### config.mk
export PLATFORM = sky130hd
export DESIGN_NAME = glcdf_queue
export DESIGN_NICKNAME = d
export VERILOG_FILES = /design/src/rtl/glcdf_pkg.sv /design/src/rtl/glcdf_queue.sv
export SDC_FILE = /design/constraint.sdc
export NUM_CORES = 1
export LEC_CHECK = 0
export BUFFER_PORTS_ARGS = -buffer_cell sky130_fd_sc_hd__buf_2
export CORE_MARGIN = 5
export CORE_UTILIZATION = 35
export DETAILED_ROUTE_END_ITERATION = 16
export PLACE_DENSITY = 0.58
export SYNTH_ARGS = -nofsm -noshare
export SYNTH_HDL_FRONTEND = slang
export SYNTH_SLANG_ARGS = --single-unit
### constraint.sdc
create_clock -name clk -period 2.3 [get_ports clk]
set_clock_uncertainty 0.1 [all_clocks]
set_input_delay 0.23 -clock clk [delete_from_list [all_inputs] [get_ports clk]]
set_output_delay 0.23 -clock clk [all_outputs]
set_load 0.02 [all_outputs]
### src/rtl/glcdf_pkg.sv
// ----------------------------------------------------------------------------
// Graphic LCD frame-store flusher: shared package
// Types, constants and helper functions used by the front end, the command
// queue and the back end of the flusher.
// ----------------------------------------------------------------------------
`default_nettype none

package glcdf_pkg;

    // Display geometry.
    localparam int COLUMNS             = 128;
    localparam int SCREEN_ROWS_DEFAULT = 64;

    // Depth of the queue between front end and back end.
    localparam int QUEUE_DEPTH = 4;

    // Input mode codes.
    localparam logic [2:0] MODE_PIXEL = 3'd0;
    localparam logic [2:0] MODE_CLEAR = 3'd1;
    localparam logic [2:0] MODE_INIT  = 3'd2;
    localparam logic [2:0] MODE_FLUSH = 3'd3;
    localparam logic [2:0] MODE_TICK  = 3'd4;

    // Display command bases.
    localparam logic [7:0] CMD_COLUMN_BASE = 8'h40;
    localparam logic [7:0] CMD_PAGE_BASE   = 8'hB8;

    // Chip selects.
    localparam logic [1:0] HALF_LEFT  = 2'd1;
    localparam logic [1:0] HALF_RIGHT = 2'd2;

    // Classified command carried through the queue.
    typedef enum logic [2:0] {
        CMD_PIXEL,
        CMD_CLEAR,
        CMD_INIT,
        CMD_FLUSH,
        CMD_TICK
    } cmd_t;

    typedef struct packed {
        cmd_t       cmd;
        logic [9:0] store_addr;  // {page, column} of a pixel
        logic [2:0] bit_sel;     // row within the page
        logic       busy;        // sampled busy flag of a tick
    } q_entry_t;

    // The four control words of the init sequence, in order.
    function automatic logic [7:0] control_word(input logic [1:0] sel);
        logic [7:0] w;
        unique case (sel)
            2'd0:    w = 8'h40;
            2'd1:    w = 8'hB8;
            2'd2:    w = 8'hFF;
            default: w = 8'h3F;
        endcase
        return w;
    endfunction

endpackage

`default_nettype wire

### src/rtl/glcdf_queue.sv
// ----------------------------------------------------------------------------
// Graphic LCD flusher: command queue
// Short FIFO of classified commands between the front end and the back end.
// ----------------------------------------------------------------------------
`default_nettype none

module glcdf_queue (
    input  wire logic                clk,
    input  wire logic                rst_n,
    input  wire logic                push,
    input  wire glcdf_pkg::q_entry_t push_entry,
    input  wire logic                pop,
    output glcdf_pkg::q_entry_t      head,
    output logic                     empty,
    output logic                     full
);

    localparam int PTR_W = $clog2(glcdf_pkg::QUEUE_DEPTH);
    localparam int CNT_W = $clog2(glcdf_pkg::QUEUE_DEPTH + 1);

    glcdf_pkg::q_entry_t entries_reg [glcdf_pkg::QUEUE_DEPTH];
    logic [PTR_W-1:0]    wr_ptr_reg;
    logic [PTR_W-1:0]    wr_ptr_next;
    logic [PTR_W-1:0]    rd_ptr_reg;
    logic [PTR_W-1:0]    rd_ptr_next;
    logic [CNT_W-1:0]    count_reg;
    logic [CNT_W-1:0]    count_next;

    assign empty = (count_reg == '0);
    assign full  = (count_reg == CNT_W'(glcdf_pkg::QUEUE_DEPTH));
    assign head  = entries_reg[rd_ptr_reg];

    // Pointer and fill count update.
    always_comb
    begin
        wr_ptr_next = wr_ptr_reg;
        rd_ptr_next = rd_ptr_reg;
        count_next  = count_reg;
        if (push)
        begin
            wr_ptr_next = (wr_ptr_reg == PTR_W'(glcdf_pkg::QUEUE_DEPTH - 1)) ? '0
                                                                               : wr_ptr_reg + 1'b1;
        end
        if (pop)
        begin
            rd_ptr_next = (rd_ptr_reg == PTR_W'(glcdf_pkg::QUEUE_DEPTH - 1)) ? '0
                                                                               : rd_ptr_reg + 1'b1;
        end
        if (push && !pop)
        begin
            count_next = count_reg + 1'b1;
        end
        else if (pop && !push)
        begin
            count_next = count_reg - 1'b1;
        end
    end

    always_ff @(posedge clk or negedge rst_n)
    begin
        if (!rst_n)
        begin
            wr_ptr_reg <= '0;
            rd_ptr_reg <= '0;
            count_reg  <= '0;
        end
        else
        begin
            wr_ptr_reg <= wr_ptr_next;
            rd_ptr_reg <= rd_ptr_next;
            count_reg  <= count_next;
        end
    end

    // Entry storage needs no reset.
    always_ff @(posedge clk)
    begin
        if (push)
        begin
            entries_reg[wr_ptr_reg] <= push_entry;
        end
    end

endmodule

`default_nettype wire

Word-level counts from Yosys, hierarchy flattened
Memory sizes are Yosys's and may differ from the RTL's.
Index checks and enable logic that the tools add are counted.
{ "word_totals": {"mem_bits_rw": 68, "memories": 1, "out_inout_bits": 19, "wordCells": 23, "reg_bits": 7, "input_bits": 21} }
{ "op_classes": {"eq_ne": 3, "n_mux": 6, "n_reduce_logical": 6, "n_addsub": 4} }
{ "mem_list": {"columns": ["name", "depth", "word_bits", "rd", "rd_clocked_by_memory_dff", "write_ports", "line", "text"], "rows": [
  ["entries_reg", 4, 17, 1, 0, 1, "glcdf_queue.sv:21", "glcdf_pkg::q_entry_t entries_reg [glcdf_pkg::QUEUE_DEPTH];"]
]} }
{ "ops": {"columns": ["operator", "n"], "rows": [
  ["two-way mux 3 bit", 2],
  ["adder 2 x 1 -> 2 bit, second input constant", 2],
  ["equality test 2 bit, second input constant", 2],
  ["two-way mux 2 bit", 2],
  ["adder 3 x 1 -> 3 bit, second input constant", 1],
  ["equality test 3 bit, second input constant", 1],
  ["logical NOT 3 bit", 1],
  ["subtractor 3 x 1 -> 3 bit, second input constant", 1],
  ["logical AND 1 bit", 2],
  ["logical NOT 1 bit", 2],
  ["two-way mux 1 bit", 2],
  ["nonzero test 2 bit", 1]
]} }

Longest topological paths before layout
{ "logic_depth": {"ltp_word": 4, "depth_mapped": 7, "ltp_nobuf": 7} }

Least setup slack after synthesis
OpenSTA, ideal clock, no wires.
{ "synth_path": {"kind": "reg-to-reg", "from": "register wr_ptr_reg[0]", "to": "memory entries_reg[2][0] (netlist name), enable pin", "setup_slack_ps": 753, "n_path_buf": 0, "t_required_ps": 1825, "arrival_ps": 1072, "synth_period_minus_slack_ps": 1547, "setup_ps": 375, "path_stages_with_launch": 4, "cell_sequence": "dfrtp_1 inv_1 ha_1 and2_1"} }
{ "synth_lines": {"columns": ["item", "line", "text"], "rows": [
  ["start: declaration", "glcdf_queue.sv:22", "logic [PTR_W-1:0] wr_ptr_reg;"],
  ["start signal: assignment", "glcdf_queue.sv:69", "wr_ptr_reg <= wr_ptr_next;"],
  ["end: declaration", "glcdf_queue.sv:21", null]
]} }
No word-level cell before the write port.

==> reports/metrics.cfg <==
[timing]
fmax_mhz=462.4
maxSlewHeadroom=0.4656
period_minus_slack_ns=2.163
tightest_slew_ns=0.8016
setup_ws_ns=0.1372
post-route-period-util=0.9404
setup_viol=0
hold_viol_final=0
setup_tns_ns=0
rsz0062_at_grt=no
slew_violations=0

[routing]
wirelength_um=5105
drt-wirelength-per-cell_um=16.96
via_per_inst=4.674
drt-met1-wl_um=2038
drc=0
drt_iter0_drc=18
wl_met3_um=221
vias=1407
wl_met2_um=2746
highest_layer=met4
first_pass_iters=3
ant_nets=0

[grt]
antenna_found_initial=0
grt_pass1_vias=1595
grt_pass1_wl_um=8155
grt_overflow=0
grt_start_max_net_pins=20
grt_use_total=0.1087

[pwr]
finalPower_mw=4.294
p_leak_nw=1.316
ir_worst_vdd_mv=0.5101
power.switching_mw=1.325
swShare=0.3087
p_int_mw=2.968
pwr-share-clk=0.249
power_frac_comb=0.300
power_density_nw_per_um2=1197
seq_power_share=0.451

[die]
die_w_um=101.2
ios=40
row_count=33
start_util=0.3561
dieArea_um2=10240
dieHeight_um=101.2
core-area_um2=8175

[worst_setup_path]
endpoint=head[4]
endpoint_kind=output port
startpoint=rd_ptr_reg[0]
arrival_ns=1.83
rr_startpoint=rd_ptr_reg[1]
rr_worst_depth=2
r2r_setup_slack_ns=0.58
worst-path-buf-inv=2
startpoint_type=flip-flop
critical-path-top-delay-family=multiplexers
crit_path_max_incr_delay_ns=0.54
worst-path-stages=3
worstPathMaxFanout=8
required_ns=1.97
path_cells=buf_4 -> mux4_2 -> buf_2
cp_slowest_cell=mux4_2
crit_type=reg2out
reg2reg_to=rd_ptr_reg[1]

[yosys]
syn_area_per_cell_um2=23.11
ys_seq_elements=75
yosysSeqAreaShare=0.7615
netlist_instances=126
ys_warn_count=0
netlist_area_um2=2912
syn_nets=154
ys_types=19
synth_area_leaders=edfxtp_1 70%, mux4_1 8.1%, mux4_2 6.2%
synth_top_area_cell=edfxtp_1
netlist.area_leader.share=0.7013

[cells_and_area]
layout_common_cells=68 x edfxtp_1, 39 x buf_2, 12 x dlygate4sd3_1
largest_register_ffs=68
nets=219
fin_cells=301
final.fill_count=731
drive_above_1_share=0.3673
layout_commonest_cell=edfxtp_1
multi_input_area_um2=638.1
syn_to_final_growth_pct=23.16
register_area_um2=2217
num_antenna_cells=0
final_core_util=0.4386

[cts]
cts-htree-levels=3
cts_root_buf=clkbuf_8
cts_resized=0
cts_tree=done
numClockSinks=75
clockBufferDepth=2
numCtsBuffers=9
clk_pin_slew_worst_paths_ns=0.07
clk_latency_ns=0.33

[placed_design]
io_buffers=39
hpwl_um=3477
dp.cells=273
pre_cts_ws_ns=0.4736
gp_congestion=0.6662

[outcome]
outcome=finished clean

[job]
drv_cap=0

[min_path]
min_path_type=in2reg

## logic make-up (layout without fill, tap and decap cells)
kind of cell	Yosys count	after routing	share of synthesized area
flip-flops	75	75	0.7615
multiplexers	20	20	0.1547
AND/OR/NAND/NOR	11	11	0.01934
buffers and inverters	8	78	0.01934
adder cells (fa/ha/maj)	7	7	0.03266
XOR/XNOR	3	3	0.009026
AO/OA/AOI/OAI	2	2	0.003438
## power by group through the flow
stage	combinational, mW	clock, mW	sequential [mW]
floorplan	1.00	0	1.86
finish	1.29	1.07	1.94
CTS	1.33	1.10	1.95
global route	1.39	1.16	1.97
detailed placement	1.31	0	1.98
global placement	1.27	0	1.95
## cell type report
type,instances,share of cell area
inverters,4,0.004187
well taps,105,0.03664
clock buffers,9,0.03454
multi-input cells,43,0.1779
clock inverters,7,0.02582
flip-flops and latches,75,0.6183
repair buffers,58,0.1026
## stage by stage
step                      area (um^2)  hold WS, ns
after floorplan                  2912      -0.1656
after global placement           3249     -0.02487
after detailed placement         3249     -0.01411
after CTS                        3586   0.00002218
after global routing             3586      0.01213
final                            3586      0.01629
## synth_stat cells
cell and n:
mux4_2 8, nor3_1 1, nor2_1 3, mux2_2 3
o21ai_0 2, xnor2_1 1, dfrtp_1 7, xor2_1 2
mux4_1 9, buf_2 2, buf_6 1, edfxtp_1 68
fa_1 1, nand2_1 2, inv_1 4, ha_1 6
nor3b_1 1, buf_12 1, and2_1 4
## worst register-to-register path, cell delays in order, from the launching register on
cell	delay, ns
dfrtp_1	0.87
ha_1	0.37
mux2_2	0.26
## worst min-delay path by stage
stage,startpoint,endpoint,cells after the start
after floorplan,rst_n,count_reg[0],0
after global placement,rst_n,count_reg[2],1
after detailed placement,rst_n,wr_ptr_reg[1],1
after CTS,push_entry[12],entries_reg[2][12],1
after global routing,push_entry[9],entries_reg[1][9],1
final,push_entry[9],entries_reg[1][9],1
## per-layer routing
layer / GRT usage / vias up
met5: 0 / -
met4: 0.05215 / 0
met3: 0.02893 / 10
met2: 0.1886 / 28
met1: 0.1244 / 724
li1: - / 645
## repair_timing
item / CTS / global route
endpoints found under the hold margin: 47 / 0
hold buffers: 12 / 0
setup buffers: 0 / 0
(Power assumes the default switching activity.)
